**src/hdl/pd_joint_servo_with_startup_ramp_core_defines.svh**
```systemverilog
// assertion macros for the pd joint servo core
// used by the rtl files that carry concurrent checks; no other dependencies
`ifndef PD_JOINT_SERVO_WITH_STARTUP_RAMP_CORE_DEFINES_SVH
`define PD_JOINT_SERVO_WITH_STARTUP_RAMP_CORE_DEFINES_SVH
`ifndef SYNTHESIS
`define PDJS_ASSERT(name, prop, clk, rstn) \
  name: assert property (@(posedge clk) disable iff (!rstn) prop) \
    else $error("pdjs check failed");
`define PDJS_ASSERT_NEXT(name, ante, cons, clk, rstn) \
  name: assert property (@(posedge clk) disable iff (!rstn) (ante) |=> (cons)) \
    else $error("pdjs check failed");
`else
`define PDJS_ASSERT(name, prop, clk, rstn)
`define PDJS_ASSERT_NEXT(name, ante, cons, clk, rstn)
`endif
`endif

```
**src/hdl/pdjs_pkg.sv**
```systemverilog
// shared types, widths and constants of the pd joint servo core
// no dependencies; every rtl file refers to it by scoped names
package pdjs_pkg;

  localparam int JOINTS      = 32;
  localparam int JOINT_AW    = (JOINTS > 1) ? $clog2(JOINTS) : 1;
  localparam int JOINT_IDX_W = 5;
  localparam int POS_W       = 32;
  localparam int GAIN_W      = 24;
  localparam int MASK_W      = 32;
  localparam int INV_W       = 16;
  localparam int STEPS_W     = 16;
  localparam int DRIVE_W     = 48;
  localparam int CFG_IDX_W   = 3;
  localparam int CFG_DATA_W  = 32;

  // datapath widths
  localparam int DIFF_W   = POS_W + 1;
  localparam int VDIFF_W  = POS_W + 2;
  localparam int MUL_A_W  = VDIFF_W;
  localparam int MUL_B_W  = GAIN_W + 1;
  localparam int MUL_P_W  = MUL_A_W + MUL_B_W;
  localparam int V_W      = VDIFF_W + INV_W;
  localparam int VLO_W    = 26;
  localparam int VHI_W    = V_W - VLO_W;
  localparam int KLO_W    = VLO_W + GAIN_W;
  localparam int KHI_W    = VHI_W + GAIN_W;
  localparam int KDV_W    = V_W + GAIN_W + 1;
  localparam int P_W      = DIFF_W + GAIN_W;
  localparam int SUM_W    = 61;
  localparam int DPROD_W  = DIFF_W + STEPS_W;
  localparam int QUOT_W   = POS_W + 2;
  localparam int SHIFT_FRAC = 8;

  // divider: four quotient bits per cycle
  localparam int DIV_MAG_W  = DPROD_W - 1;
  localparam int DIV_STEP   = 4;
  localparam int DIV_ITER   = 9;
  localparam int DIV_Q_W    = DIV_STEP * DIV_ITER;
  localparam int DIV_TOP_W  = DIV_MAG_W - DIV_Q_W;
  localparam int DIV_CNT_W  = $clog2(DIV_ITER);

  localparam logic signed [KDV_W-1:0] KD_LIMIT = KDV_W'(64'd1 << 58);
  localparam logic signed [DRIVE_W-1:0] DRIVE_MAX = {1'b0, {(DRIVE_W-1){1'b1}}};
  localparam logic signed [DRIVE_W-1:0] DRIVE_MIN = {1'b1, {(DRIVE_W-1){1'b0}}};

  localparam logic [GAIN_W-1:0]  KP_LEG_RST     = GAIN_W'(2048000);
  localparam logic [GAIN_W-1:0]  KP_ARM_RST     = GAIN_W'(768000);
  localparam logic [GAIN_W-1:0]  KD_GAIN_RST    = GAIN_W'(25600);
  localparam logic [MASK_W-1:0]  ARM_MASK_RST   = MASK_W'(66592704);
  localparam logic [INV_W-1:0]   INV_TS_RST     = INV_W'(1000);
  localparam logic [STEPS_W-1:0] RAMP_STEPS_RST = STEPS_W'(1000);

  typedef enum logic [CFG_IDX_W-1:0] {
    CFG_KP_LEG,
    CFG_KP_ARM,
    CFG_KD_GAIN,
    CFG_ARM_MASK,
    CFG_INV_TS,
    CFG_RAMP_STEPS
  } cfg_idx_e;

  typedef struct packed {
    logic [GAIN_W-1:0]  kp_leg;
    logic [GAIN_W-1:0]  kp_arm;
    logic [GAIN_W-1:0]  kd_gain;
    logic [MASK_W-1:0]  arm_joint_mask;
    logic [INV_W-1:0]   inv_time_step;
    logic [STEPS_W-1:0] ramp_steps;
  } cfg_t;

  typedef struct packed {
    logic [POS_W-1:0] prev_pos;
    logic [POS_W-1:0] prev_ref;
    logic [POS_W-1:0] start_ref;
    logic [POS_W-1:0] start_pos;
  } joint_state_t;

  typedef enum logic [3:0] {
    S_IDLE,
    S_LOAD,
    S_RMUL,
    S_DSTART,
    S_DWAIT,
    S_VMUL,
    S_VLO,
    S_VHI,
    S_PMUL,
    S_SUM,
    S_WB
  } state_e;

endpackage

```
**src/hdl/pdjs_if.sv**
```systemverilog


interface pdjs_cfg_if;
  logic                              valid;
  logic                              ready;
  logic [pdjs_pkg::CFG_IDX_W-1:0]    index;
  logic [pdjs_pkg::CFG_DATA_W-1:0]   data;

  modport source (output valid, index, data, input ready);
  modport sink   (input valid, index, data, output ready);
endinterface

```
**src/hdl/pdjs_cfg_regs.sv**
```systemverilog
// configuration register file of the servo core
// depends on pdjs_pkg and pdjs_cfg_if
module pdjs_cfg_regs (
  input  logic              clk_i,
  input  logic              rst_ni,
  pdjs_cfg_if.sink          cfg_i,
  output pdjs_pkg::cfg_t    cfg_o
);

  pdjs_pkg::cfg_t cfg_q;

  assign cfg_i.ready = 1'b1;
  assign cfg_o       = cfg_q;

  always_ff @(posedge clk_i or negedge rst_ni) begin
    if (!rst_ni) begin
      cfg_q.kp_leg         <= pdjs_pkg::KP_LEG_RST;
      cfg_q.kp_arm         <= pdjs_pkg::KP_ARM_RST;
      cfg_q.kd_gain        <= pdjs_pkg::KD_GAIN_RST;
      cfg_q.arm_joint_mask <= pdjs_pkg::ARM_MASK_RST;
      cfg_q.inv_time_step  <= pdjs_pkg::INV_TS_RST;
      cfg_q.ramp_steps     <= pdjs_pkg::RAMP_STEPS_RST;
    end else if (cfg_i.valid) begin
      // indexes past the list are dropped
      unique case (cfg_i.index)
        pdjs_pkg::CFG_KP_LEG:     cfg_q.kp_leg  <= cfg_i.data[pdjs_pkg::GAIN_W-1:0];
        pdjs_pkg::CFG_KP_ARM:     cfg_q.kp_arm  <= cfg_i.data[pdjs_pkg::GAIN_W-1:0];
        pdjs_pkg::CFG_KD_GAIN:    cfg_q.kd_gain <= cfg_i.data[pdjs_pkg::GAIN_W-1:0];
        pdjs_pkg::CFG_ARM_MASK:
          cfg_q.arm_joint_mask <= cfg_i.data[pdjs_pkg::MASK_W-1:0];
        pdjs_pkg::CFG_INV_TS:
          cfg_q.inv_time_step <= cfg_i.data[pdjs_pkg::INV_W-1:0];
        pdjs_pkg::CFG_RAMP_STEPS:
          cfg_q.ramp_steps <= cfg_i.data[pdjs_pkg::STEPS_W-1:0];
        default: ;
      endcase
    end
  end

endmodule

```
**src/flat_wrapper.sv**
```systemverilog
// flat-port wrapper written by rule: the top's interface ports become plain ports
module pdjs_cfg_regs_flat 
  (clk_i, rst_ni, cfg_o, cfg_i_valid, cfg_i_index, cfg_i_data, cfg_i_ready);
  pdjs_cfg_if cfg_i_i ();
  input  logic clk_i;
  input  logic rst_ni;
  output pdjs_pkg::cfg_t cfg_o;
  input wire logic [$bits(cfg_i_i.valid)-1:0] cfg_i_valid;
  input wire logic [$bits(cfg_i_i.index)-1:0] cfg_i_index;
  input wire logic [$bits(cfg_i_i.data)-1:0] cfg_i_data;
  output wire logic [$bits(cfg_i_i.ready)-1:0] cfg_i_ready;
  assign cfg_i_i.valid = cfg_i_valid;
  assign cfg_i_i.index = cfg_i_index;
  assign cfg_i_i.data = cfg_i_data;
  assign cfg_i_ready = cfg_i_i.ready;
  pdjs_cfg_regs u_core (.clk_i(clk_i), .rst_ni(rst_ni), .cfg_i(cfg_i_i), .cfg_o(cfg_o));
endmodule
```
**config.mk**
```make
export PLATFORM = sky130hd
export DESIGN_NAME = pdjs_cfg_regs_flat
export DESIGN_NICKNAME = d
export VERILOG_FILES = /design/src/hdl/pd_joint_servo_with_startup_ramp_core_defines.svh /design/src/hdl/pdjs_pkg.sv /design/src/hdl/pdjs_if.sv /design/src/hdl/pdjs_cfg_regs.sv /design/src/flat_wrapper.sv
export SDC_FILE = /design/constraint.sdc
export NUM_CORES = 1
export LEC_CHECK = 0
export BUFFER_PORTS_ARGS = -buffer_cell sky130_fd_sc_hd__buf_2
export CAP_MARGIN = 0
export CORE_UTILIZATION = 30
export CTS_CLUSTER_DIAMETER = 100
export CTS_CLUSTER_SIZE = 28
export DETAILED_ROUTE_END_ITERATION = 6
export SYNTH_ARGS = -nofsm -noshare
export SYNTH_HDL_FRONTEND = slang
export SYNTH_SLANG_ARGS = --single-unit
```
**constraint.sdc**
```tcl
create_clock -name clk_i -period 1 [get_ports clk_i]
set_clock_uncertainty 0.15 [all_clocks]
set_input_delay 0.1 -clock clk_i [delete_from_list [all_inputs] [get_ports clk_i]]
set_output_delay 0.1 -clock clk_i [all_outputs]
set_load 0.02 [all_outputs]
```
==> metrics.txt <==
Async S/R FF share, synth 1.00; Leakage 4.53 nW; largest cells by area after synthesis dfrtp_1, mux2_2, dfstp_2; syn nets between 300 and 400; Critical path buffers and inverters 1; Hold Slack -0.0298 ns; IO Pins 175; CP startpoint kind flop; Final Power 0.0217 W; count leader, synth mux2_2; Primary FF master, synth dfrtp_1; min setup slack post-route -0.343 ns; Max Slew Vio Count 0; H-tree depth 4; die width ~130 um; top post-synthesis cells by count mux2_2, dfrtp_1, dfstp_2, mux2_4, buf_6; RSZ-0062 raised after global routing yes; largest net degree at the start of global routing 43; FP Rows 48; cts-stage hold buffer count 33; Syn Inst Count 295; Via-to-Cell Ratio 4.41; Syn-to-layout area delta 80.7%; fin crit period 1.34 ns; clk root buf clkbuf_16; Setup-failing EPs final 218; NetSw 0.00640 W; first-pass GRT wire length approximately 23,000 um; Seq. cell area between 0.003 and 0.004 mm2; Initial Util 0.307; Achievable Freq roughly 740 MHz; FILL cells 1,308; Final Net Count between 600 and 700; layout cell share with drive strength beyond 1 0.780; CTS tree done; Tcrit/Tclk final 1.34; DP HPWL 9470 um; pre-CTS WS -0.457 ns; Sw Ratio 0.295; Seq cells post-synth 136; DR DRC count 0; FF-to-FF path depth 2; EDFF count, synth 0; Worst EP arrival 1.09 ns; TritonCTS Sinks ~140; Port Buffers about 170; final hold violations 7; Post-Syn Area 0.00528 mm2; Syn Area/Cell about 18 um2; met1 usage in global routing 0.207; post-synthesis sequential area ratio 0.654; Crit path required time 0.75 ns; Detail Route Antenna Nets 0; setup TNS -36.41 ns; delay-heaviest family, CP flip-flops; cell depth of the worst setup path 1; Tot GR Track Use 0.171; Yosys cell types 14; crit path from u_core.cfg_o[77]; Post-Route WL 16,200 um; 1st-pass router iterations 4; Worst VDD drop 0.00113 V; CP cell instances buf_6; vias in the first global route 4,039; met2 Use GR 0.296; worst hold path type input port to asynchronous set/reset pin; clock share of power 0.264; sequential share of power 0.372; clk buf depth 2; failing checks hold timing, setup timing; Max-Cap Viols 0; Comb pwr share 0.364; CP Max Fanout 2; CORE AREA roughly 0.017 mm2; CP max-delay cell dfstp_2; power per cell area 2270 mW/mm2; total gr overflow 0; CTS buffer count 17; DRT iter0 DRCs roughly 120; GRT Max-Usage Layer met2; Clock transition at path regs 0.06 ns; max FFs per register 136; CP Class flop to output port; status finished with violations; Worst path max stage delay 0.56 ns; DR vias ~3.7k; yosys warns 0; DR WL/cell 19.3 um; RR Startpoint u_core.cfg_o[114]; DIE AREA 0.0181 mm2; Clk Latency, worst-skew pair 0.41 ns; cell taking the most area after synthesis dfrtp_1; Die Y 135 um; initial antenna violation count 1; Multi-input gate area 0.00203 mm2; top-area cell type share of the netlist area 0.445; crit end category output port; Internal between 0.015 and 0.02 W; global placement routability congestion between 0.7 and 0.8; GR Layer Usage met3 0.0390
cell families (layout without fill, tap and decap cells):
family	after synthesis	in the layout	share of synthesized area
buffers and inverters	16	335	0.0287
DFF	136	136	0.654
muxes	136	136	0.300
other	1	2	0.000710
and+or+nand+nor	6	6	0.0161
worst paths after layout:
check                                         end  slack [ns]
worst min register to register   u_core.cfg_o[61]        0.37
worst min-delay path             u_core.cfg_o[97]       -0.03
worst max register to register  u_core.cfg_o[114]       -0.09
worst max-delay path                    cfg_o[77]       -0.34
min in group clk_i                u_core.cfg_o[0]        0.14
max in group asynchronous        u_core.cfg_o[24]        0.17
power groups by stage:
stage	Combinational, W	Clock [W]	Sequential, W
final	0.00789	0.00574	0.00807
after global routing	0.00825	0.00607	0.00818
after CTS	0.00741	0.00584	0.00796
after detailed placement	0.00505	0	0.00777
after global placement	0.00496	0	0.00774
after floorplan	0.00161	0	0.00924
metal layers:
| layer | up-vias | wire length [um] |
|---|---|---|
| li1 | 1657 | - |
| met1 | 1934 | 6770 |
| met2 | 91 | 8590 |
| met3 | 24 | 502 |
| met4 | 0 | 327 |
| met5 | - | 0 |
metrics by stage:
step / hold slack, ns / area (um2) / cells / util
floorplan: -0.346 / 5580 / 295 / -
global placement: -0.199 / 6820 / 694 / 0.395
detailed placement: -0.193 / 6820 / 694 / 0.395
CTS: -0.0490 / 9100 / 816 / 0.528
global route: -0.0343 / 9550 / 840 / 0.554
finish: -0.0298 / 9550 / 840 / 0.554
layout by cell type (no fill, tap or decap), drive strengths merged:
cell type and count:
buf 265, clkinv 7, dfstp 42, bufinv 1
nand4b 2, conb 1, diode 1, clkinvlp 1
clkbuf 28, and4bb 3, mux2 136, dlygate4sd3 33
nor4b 1, dfrtp 94
repair_timing:
item | 4_1_cts | 5_1_grt
hold endpoints to repair | 272 | 7
pin swaps | 3 | 3
gates resized for setup | 298 | 52
setup buffers | 55 | 27
cloned | 2 | 4
endpoints found under the setup margin | 154 | 231
cell type report:
class	count	area share
Antenna cell	1	0.000262
Clock buffer	23	0.0480
Clock inverter	9	0.00839
Multi-Input combinational cell	143	0.213
Sequential cell	136	0.362
Tap cell	225	0.0295
Timing Repair Buffer	303	0.339
Power figures use the tool's default switching activity.
