### config.mk
export PLATFORM = sky130hd
export DESIGN_NAME = pdjs_div
export DESIGN_NICKNAME = d
export VERILOG_FILES = /design/src/hdl/pd_joint_servo_with_startup_ramp_core_defines.svh /design/src/hdl/pdjs_pkg.sv /design/src/hdl/pdjs_div.sv
export SDC_FILE = /design/constraint.sdc
export NUM_CORES = 1
export LEC_CHECK = 0
export BUFFER_PORTS_ARGS = -buffer_cell sky130_fd_sc_hd__buf_2
export CAP_MARGIN = 10
export CORE_MARGIN = 3
export CORE_UTILIZATION = 55
export DETAILED_ROUTE_END_ITERATION = 10
export GPL_TIMING_DRIVEN = 0
export HOLD_SLACK_MARGIN = 0.08
export PLACE_DENSITY = 0.79
export SLEW_MARGIN = 5
export SYNTH_ARGS = -nofsm -noshare
export SYNTH_HDL_FRONTEND = slang
export SYNTH_SLANG_ARGS = --single-unit
export TNS_END_PERCENT = 20
### constraint.sdc
create_clock -name clk_i -period 11.2 [get_ports clk_i]
set_input_delay 1.68 -clock clk_i [delete_from_list [all_inputs] [get_ports clk_i]]
set_output_delay 1.68 -clock clk_i [all_outputs]
set_load 0.1 [all_outputs]
### src/hdl/pd_joint_servo_with_startup_ramp_core_defines.svh
// assertion macros for the pd joint servo core
// used by the rtl files that carry concurrent checks; no other dependencies
`ifndef PD_JOINT_SERVO_WITH_STARTUP_RAMP_CORE_DEFINES_SVH
`define PD_JOINT_SERVO_WITH_STARTUP_RAMP_CORE_DEFINES_SVH
`ifndef SYNTHESIS
`define PDJS_ASSERT(name, prop, clk, rstn) \
  name: assert property (@(posedge clk) disable iff (!rstn) prop) \
    else $error("pdjs check failed");
`define PDJS_ASSERT_NEXT(name, ante, cons, clk, rstn) \
  name: assert property (@(posedge clk) disable iff (!rstn) (ante) |=> (cons)) \
    else $error("pdjs check failed");
`else
`define PDJS_ASSERT(name, prop, clk, rstn)
`define PDJS_ASSERT_NEXT(name, ante, cons, clk, rstn)
`endif
`endif

### src/hdl/pdjs_pkg.sv
// shared types, widths and constants of the pd joint servo core
// no dependencies; every rtl file refers to it by scoped names
package pdjs_pkg;

  localparam int JOINTS      = 32;
  localparam int JOINT_AW    = (JOINTS > 1) ? $clog2(JOINTS) : 1;
  localparam int JOINT_IDX_W = 5;
  localparam int POS_W       = 32;
  localparam int GAIN_W      = 24;
  localparam int MASK_W      = 32;
  localparam int INV_W       = 16;
  localparam int STEPS_W     = 16;
  localparam int DRIVE_W     = 48;
  localparam int CFG_IDX_W   = 3;
  localparam int CFG_DATA_W  = 32;

  // datapath widths
  localparam int DIFF_W   = POS_W + 1;
  localparam int VDIFF_W  = POS_W + 2;
  localparam int MUL_A_W  = VDIFF_W;
  localparam int MUL_B_W  = GAIN_W + 1;
  localparam int MUL_P_W  = MUL_A_W + MUL_B_W;
  localparam int V_W      = VDIFF_W + INV_W;
  localparam int VLO_W    = 26;
  localparam int VHI_W    = V_W - VLO_W;
  localparam int KLO_W    = VLO_W + GAIN_W;
  localparam int KHI_W    = VHI_W + GAIN_W;
  localparam int KDV_W    = V_W + GAIN_W + 1;
  localparam int P_W      = DIFF_W + GAIN_W;
  localparam int SUM_W    = 61;
  localparam int DPROD_W  = DIFF_W + STEPS_W;
  localparam int QUOT_W   = POS_W + 2;
  localparam int SHIFT_FRAC = 8;

  // divider: four quotient bits per cycle
  localparam int DIV_MAG_W  = DPROD_W - 1;
  localparam int DIV_STEP   = 4;
  localparam int DIV_ITER   = 9;
  localparam int DIV_Q_W    = DIV_STEP * DIV_ITER;
  localparam int DIV_TOP_W  = DIV_MAG_W - DIV_Q_W;
  localparam int DIV_CNT_W  = $clog2(DIV_ITER);

  localparam logic signed [KDV_W-1:0] KD_LIMIT = KDV_W'(64'd1 << 58);
  localparam logic signed [DRIVE_W-1:0] DRIVE_MAX = {1'b0, {(DRIVE_W-1){1'b1}}};
  localparam logic signed [DRIVE_W-1:0] DRIVE_MIN = {1'b1, {(DRIVE_W-1){1'b0}}};

  localparam logic [GAIN_W-1:0]  KP_LEG_RST     = GAIN_W'(2048000);
  localparam logic [GAIN_W-1:0]  KP_ARM_RST     = GAIN_W'(768000);
  localparam logic [GAIN_W-1:0]  KD_GAIN_RST    = GAIN_W'(25600);
  localparam logic [MASK_W-1:0]  ARM_MASK_RST   = MASK_W'(66592704);
  localparam logic [INV_W-1:0]   INV_TS_RST     = INV_W'(1000);
  localparam logic [STEPS_W-1:0] RAMP_STEPS_RST = STEPS_W'(1000);

  typedef enum logic [CFG_IDX_W-1:0] {
    CFG_KP_LEG,
    CFG_KP_ARM,
    CFG_KD_GAIN,
    CFG_ARM_MASK,
    CFG_INV_TS,
    CFG_RAMP_STEPS
  } cfg_idx_e;

  typedef struct packed {
    logic [GAIN_W-1:0]  kp_leg;
    logic [GAIN_W-1:0]  kp_arm;
    logic [GAIN_W-1:0]  kd_gain;
    logic [MASK_W-1:0]  arm_joint_mask;
    logic [INV_W-1:0]   inv_time_step;
    logic [STEPS_W-1:0] ramp_steps;
  } cfg_t;

  typedef struct packed {
    logic [POS_W-1:0] prev_pos;
    logic [POS_W-1:0] prev_ref;
    logic [POS_W-1:0] start_ref;
    logic [POS_W-1:0] start_pos;
  } joint_state_t;

  typedef enum logic [3:0] {
    S_IDLE,
    S_LOAD,
    S_RMUL,
    S_DSTART,
    S_DWAIT,
    S_VMUL,
    S_VLO,
    S_VHI,
    S_PMUL,
    S_SUM,
    S_WB
  } state_e;

endpackage

### src/hdl/pdjs_div.sv
// signed by unsigned iterative divider for the ramp target, quotient toward zero
// four quotient bits per cycle; depends on pdjs_pkg
module pdjs_div (
  input  logic                                clk_i,
  input  logic                                rst_ni,
  input  logic                                start_i,
  input  logic signed [pdjs_pkg::DPROD_W-1:0] dividend_i,
  input  logic [pdjs_pkg::STEPS_W-1:0]        divisor_i,
  output logic                                done_o,
  output logic signed [pdjs_pkg::QUOT_W-1:0]  quot_o
);

  logic                                busy_q;
  logic                                done_q;
  logic [pdjs_pkg::DIV_CNT_W-1:0]      cnt_q;
  logic                                neg_q;
  logic [pdjs_pkg::STEPS_W-1:0]        rem_q;
  logic [pdjs_pkg::STEPS_W-1:0]        rem_d;
  logic [pdjs_pkg::DIV_Q_W-1:0]        work_q;
  logic [pdjs_pkg::DIV_Q_W-1:0]        work_d;
  logic [pdjs_pkg::DPROD_W-1:0]        mag;
  logic signed [pdjs_pkg::QUOT_W-1:0]  quot_mag;

  assign mag = dividend_i[pdjs_pkg::DPROD_W-1] ? pdjs_pkg::DPROD_W'(-dividend_i)
                                               : pdjs_pkg::DPROD_W'(dividend_i);

  // restoring steps, remainder stays below the divisor
  always_comb begin
    logic [pdjs_pkg::STEPS_W:0] r_ext;
    logic [pdjs_pkg::STEPS_W-1:0] r;
    logic [pdjs_pkg::DIV_Q_W-1:0] w;
    r = rem_q;
    w = work_q;
    for (int k = 0; k < pdjs_pkg::DIV_STEP; k++) begin
      r_ext = {r, w[pdjs_pkg::DIV_Q_W-1]};
      w     = {w[pdjs_pkg::DIV_Q_W-2:0], 1'b0};
      if (r_ext >= {1'b0, divisor_i}) begin
        r    = pdjs_pkg::STEPS_W'(r_ext - {1'b0, divisor_i});
        w[0] = 1'b1;
      end else begin
        r = r_ext[pdjs_pkg::STEPS_W-1:0];
      end
    end
    rem_d  = r;
    work_d = w;
  end

  always_ff @(posedge clk_i or negedge rst_ni) begin
    if (!rst_ni) begin
      busy_q <= 1'b0;
      done_q <= 1'b0;
      cnt_q  <= '0;
    end else begin
      done_q <= 1'b0;
      if (start_i) begin
        busy_q <= 1'b1;
        cnt_q  <= '0;
      end else if (busy_q) begin
        cnt_q <= cnt_q + 1'b1;
        if (cnt_q == pdjs_pkg::DIV_CNT_W'(pdjs_pkg::DIV_ITER - 1)) begin
          busy_q <= 1'b0;
          done_q <= 1'b1;
        end
      end
    end
  end

  always_ff @(posedge clk_i) begin
    if (start_i) begin
      neg_q  <= dividend_i[pdjs_pkg::DPROD_W-1];
      rem_q  <= pdjs_pkg::STEPS_W'(mag[pdjs_pkg::DIV_MAG_W-1:pdjs_pkg::DIV_Q_W]);
      work_q <= mag[pdjs_pkg::DIV_Q_W-1:0];
    end else if (busy_q) begin
      rem_q  <= rem_d;
      work_q <= work_d;
    end
  end

  assign quot_mag = $signed(pdjs_pkg::QUOT_W'(work_q));
  assign quot_o   = neg_q ? -quot_mag : quot_mag;
  assign done_o   = done_q;

endmodule
==> results by stage <==
STA:
- Setup repair after global routing left no endpoint under its margin.
- The worst path uses 94.7% of the clock period.
- The time the worst path needs with I/O delays and setup is 10,610 ps.
- The maximum clock skew at final layout is 4.07 ps.
- The transition time of the tightest slew-check pin is 706 ps.
- The setup violation total in the final timing report is 0.
- In this run the tightest slew margin relative to its limit is 52.9%.
- The final count of pins violating max slew is 0.
- The highest achievable clock rate is 0.0943 GHz.
- The number of endpoints with negative hold slack in the final report came to 0.

Synthesis:
- In this run, distinct cell masters in the synthesized netlist total 67.
- The post-synthesis instance area is 7690 um^2.
- Averaged over all synthesized cells, the footprint is 8.34 um^2.
- The synthesized netlist net count is 1,063.
- The share of synthesized flip-flops with an asynchronous set or reset is 10.2%.
- Counting flops with a built-in enable in the synthesized netlist gives 49.
- Counting every instance in the synthesized netlist gives 923.
- The share of the Yosys chip area taken by registers is 22.1%.
- For this run, the number of Yosys warnings is 0.
- Counting flops and latches in the post-synthesis netlist gives 59.
- In the synthesized netlist the dominant register cell turns out to be edfxtp_1.

Placed design:
- The final weighted congestion in routability-driven placement is 0.963.
- The detailed placer's ending HPWL is 17,800 um.
- The total of buffers placed on input and output ports is 102.
- The number of placed instances, taps included, is 1,202.

Clock tree:
- The clock sink count is 59.
- Clock-pin slew was measured on the worst setup and hold paths at 50 ps.
- The quantity of hold-fixing buffers added after cts is 0.
- The CTS root buffer is clkbuf_16.
- TritonCTS created 9 clock buffers.
- The clock tree synthesis step divided the H-tree into 3 levels.
- The TritonCTS clock tree is built.
- The clock passes through at most 2 buffers.
- At the later pin of the worst-skew pair, clock insertion delay measures 330 ps.

Layout:
- In the final layout, the share of cells above drive strength 1 is 20.2%.
- The net count of the finished layout is 1,189.
- The filler-free cell count of the finished design is 1,230.
- The count of antenna diodes in the layout is 0.
- The relative area change from synthesis to final layout is 17.2%.

Floorplanning:
- The placeable core region is 13,500 um^2.
- From left edge to right edge, the die measures 124 um.
- In this run the core area contains 42 standard-cell rows.
- The top-level I/O count is 103.
- The starting density of the core is 57.2%.
- The floorplan step defined a die boundary enclosing 15,400 um^2.
- The die boundary height is 124 um.

Critical path:
- STA classifies the critical path startpoint as a primary input.
- The worst path required time is 11,250 ps.
- STA classifies the critical path endpoint as a flop.
- The cell repeated most along the worst path is buf_4.
- The maximum fanout along the worst path is 18.
- The critical path contains buffers and inverters numbering 8 combined.
- The worst register-to-register path begins at rem_q[5].
- STA puts the critical path data arrival time at 10,660 ps.
- For this run, the slowest stage of the critical path takes 540 ps.
- Among cell families on the critical path, the largest total delay comes from compound AO/OA/AOI/OAI gates.
- In this run the critical register-to-register path is captured at rem_q[10].
- The register-to-register setup slack is 1700 ps.
- The worst setup path is of the primary input to flop kind.
- Counting cells, the worst reg-to-reg path comes to 42.
- Among all stages on the critical path, the largest delay is contributed by or4_4.

Detailed routing:
- The first-iteration detailed-routing DRC count is 724.
- The post-detailed-routing wire length is 22,800 um.
- For this block, the via count after detailed routing is 7,793.
- The first TritonRoute pass finished after 5 iterations.
- The count of nets left with antenna violations after detail routing is 0.
- In the routed layout, each cell is associated on average with a via count of 6.34.
- The count of unresolved DRC violations after routing is 0.
- In the final routed layout, each cell accounts on average for 18.5 um.

Hold path:
- The worst hold path belongs to the class flop to flop.
- The end point of the most critical hold path is rem_q[12].
- The worst hold path begins at rem_q[12].
- The number of cells on the worst hold path is 2.

Global routing:
- For this run the aggregate overflow at the end of global routing stands at 0.
- The initial antenna violation count is 0.
- Entering global routing, the biggest net connects 44 pins.
- The first global-routing pass estimated 35,700 um of wire.
- The via count of the first global-routing pass is 7,173.
- The aggregate global-route resource usage is 28.0%.

Job:
- The tool flagged a number of max-cap violations equal to 0.

Outcome:
- The run finished with clean final reports.
==> flip-flops by register name (all words and copies together) (netlist names) <==
register and cells:
cnt_q 4, done_o 1, busy_q 1, rem_q 16, work_q 36, neg_q 1
==> cells in the final DEF (no fill, tap or decap), drive strengths merged, types with 7 or more instances in the layout <==
master / Yosys / final
buf: 11 / 129
nor2: 83 / 83
a21oi: 80 / 80
xnor2: 73 / 73
ha: 68 / 68
nand2: 62 / 62
o21ai: 62 / 62
xor2: 55 / 55
edfxtp: 49 / 49
inv: 42 / 44
clkbuf: 23 / 31
mux2i: 28 / 28
mux2: 27 / 27
o31ai: 26 / 26
a21o: 19 / 19
nor3: 17 / 17
nand3: 17 / 17
o21a: 15 / 15
nand2b: 15 / 15
o41ai: 14 / 14
or4: 12 / 12
nor2b: 10 / 10
nor4: 10 / 10
or3: 10 / 10
o21bai: 8 / 8
nand4: 7 / 7
==> area by class of cell <==
type                            instances  area [um^2]
Multi-Input combinational cell        788         5850
Fill cell                            1146         4440
Sequential cell                        59         1700
Timing Repair Buffer                  117          636
Clock buffer                           11          254
Tap cell                              176          220
Inverter                               42          161
Buffer                                 32          160
Clock inverter                          5         33.8
==> what timing repair did <==
action | 4_1_cts | 5_1_grt
pin swaps | 4 | 7
resized for setup | 20 | 29
cloned | 0 | 0
setup buffers | 6 | 8
endpoints found under the setup margin | 17 | 17
hold endpoints to repair | 0 | 0
==> worst max path at each step <==
stage	start	endpoint	slack (ps)	cells after the start
final	divisor_i[1]	rem_q[10]	590	44
after global routing	divisor_i[1]	rem_q[8]	80	45
after CTS	divisor_i[1]	rem_q[7]	40	46
after detailed placement	divisor_i[1]	rem_q[7]	-2150	47
after global placement	divisor_i[1]	rem_q[10]	-1990	47
after floorplan	divisor_i[6]	rem_q[10]	60	45
==> per-stage QoR <==
stage          TNS [ps]  setup slack (ps)  utilization (%)  area (um^2)  hold WS (ps)
2_1_floorplan         0              61.5                -         7700           442
3_3_place_gp     -30910             -1990             62.7         8430           506
3_5_place_dp     -33530             -2150             62.8         8450           517
4_1_cts               0              38.1             65.8         8860           524
5_1_grt               0              82.3             67.0         9010           549
6_report              0               592             67.0         9010           528
==> Yosys cell counts (all sizes together) (3+ instances only) <==
cell type	count	share of area [%]
dfxtp	4	1.0
nand4	7	0.57
xnor2	73	8.3
a211oi	6	0.59
a2111oi	4	0.47
inv	42	2.0
o31ai	26	2.9
edfxtp	49	19
nor2	83	4.1
nand3b	3	0.29
dfrtp	6	2.0
fa	4	1.0
buf	11	0.75
ha	68	11
or3	10	0.94
xor2	55	6.3
o21a	15	1.5
clkbuf	23	1.1
nor3	17	1.1
o41ai	14	1.6
o21ai	62	4.0
mux2i	28	3.6
o31a	4	0.46
a21o	19	1.9
nand2	62	3.0
or4	12	1.3
or2	6	0.52
a21oi	80	5.2
nand3	17	1.1
nor2b	10	0.81
mux2	27	4.0
o211ai	5	0.49
nor4	10	0.81
and3	3	0.24
o21bai	8	0.78
a31oi	6	0.49
nand2b	15	1.2
==> worst register-to-register path, delay by kind of cell, from the launching register on <==
family	cells	cell delay, ps
DFF	1	440
muxes	5	1280
AOI/OAI and AO/OA	17	3440
and+or+nand+nor	9	1610
buffers and inverters	7	1240
adders and majority gates	4	1220
==> cells by family after synthesis <==
group | synth area share, %
buffers and inverters | 3.92
and+or+nand+nor | 17.2
muxes | 7.59
adders and majority gates | 12.1
AOI/OAI and AO/OA | 22.5
xor gates and xnor gates | 14.6
DFF | 22.1
==> routing by layer <==
metal / routed length (um) / track usage (%) / up-vias
met3: 2370 / 5.19 / 36
li1: - / - / 3673
met4: 389 / 7.22 / 0
met1: 9720 / 39.9 / 3679
met2: 10300 / 43.7 / 405
met5: 0 / 0 / -
Power is left out: the tool's default activity adds up to more than one toggle a clock period on the data nets, which glitch-free logic cannot reach.
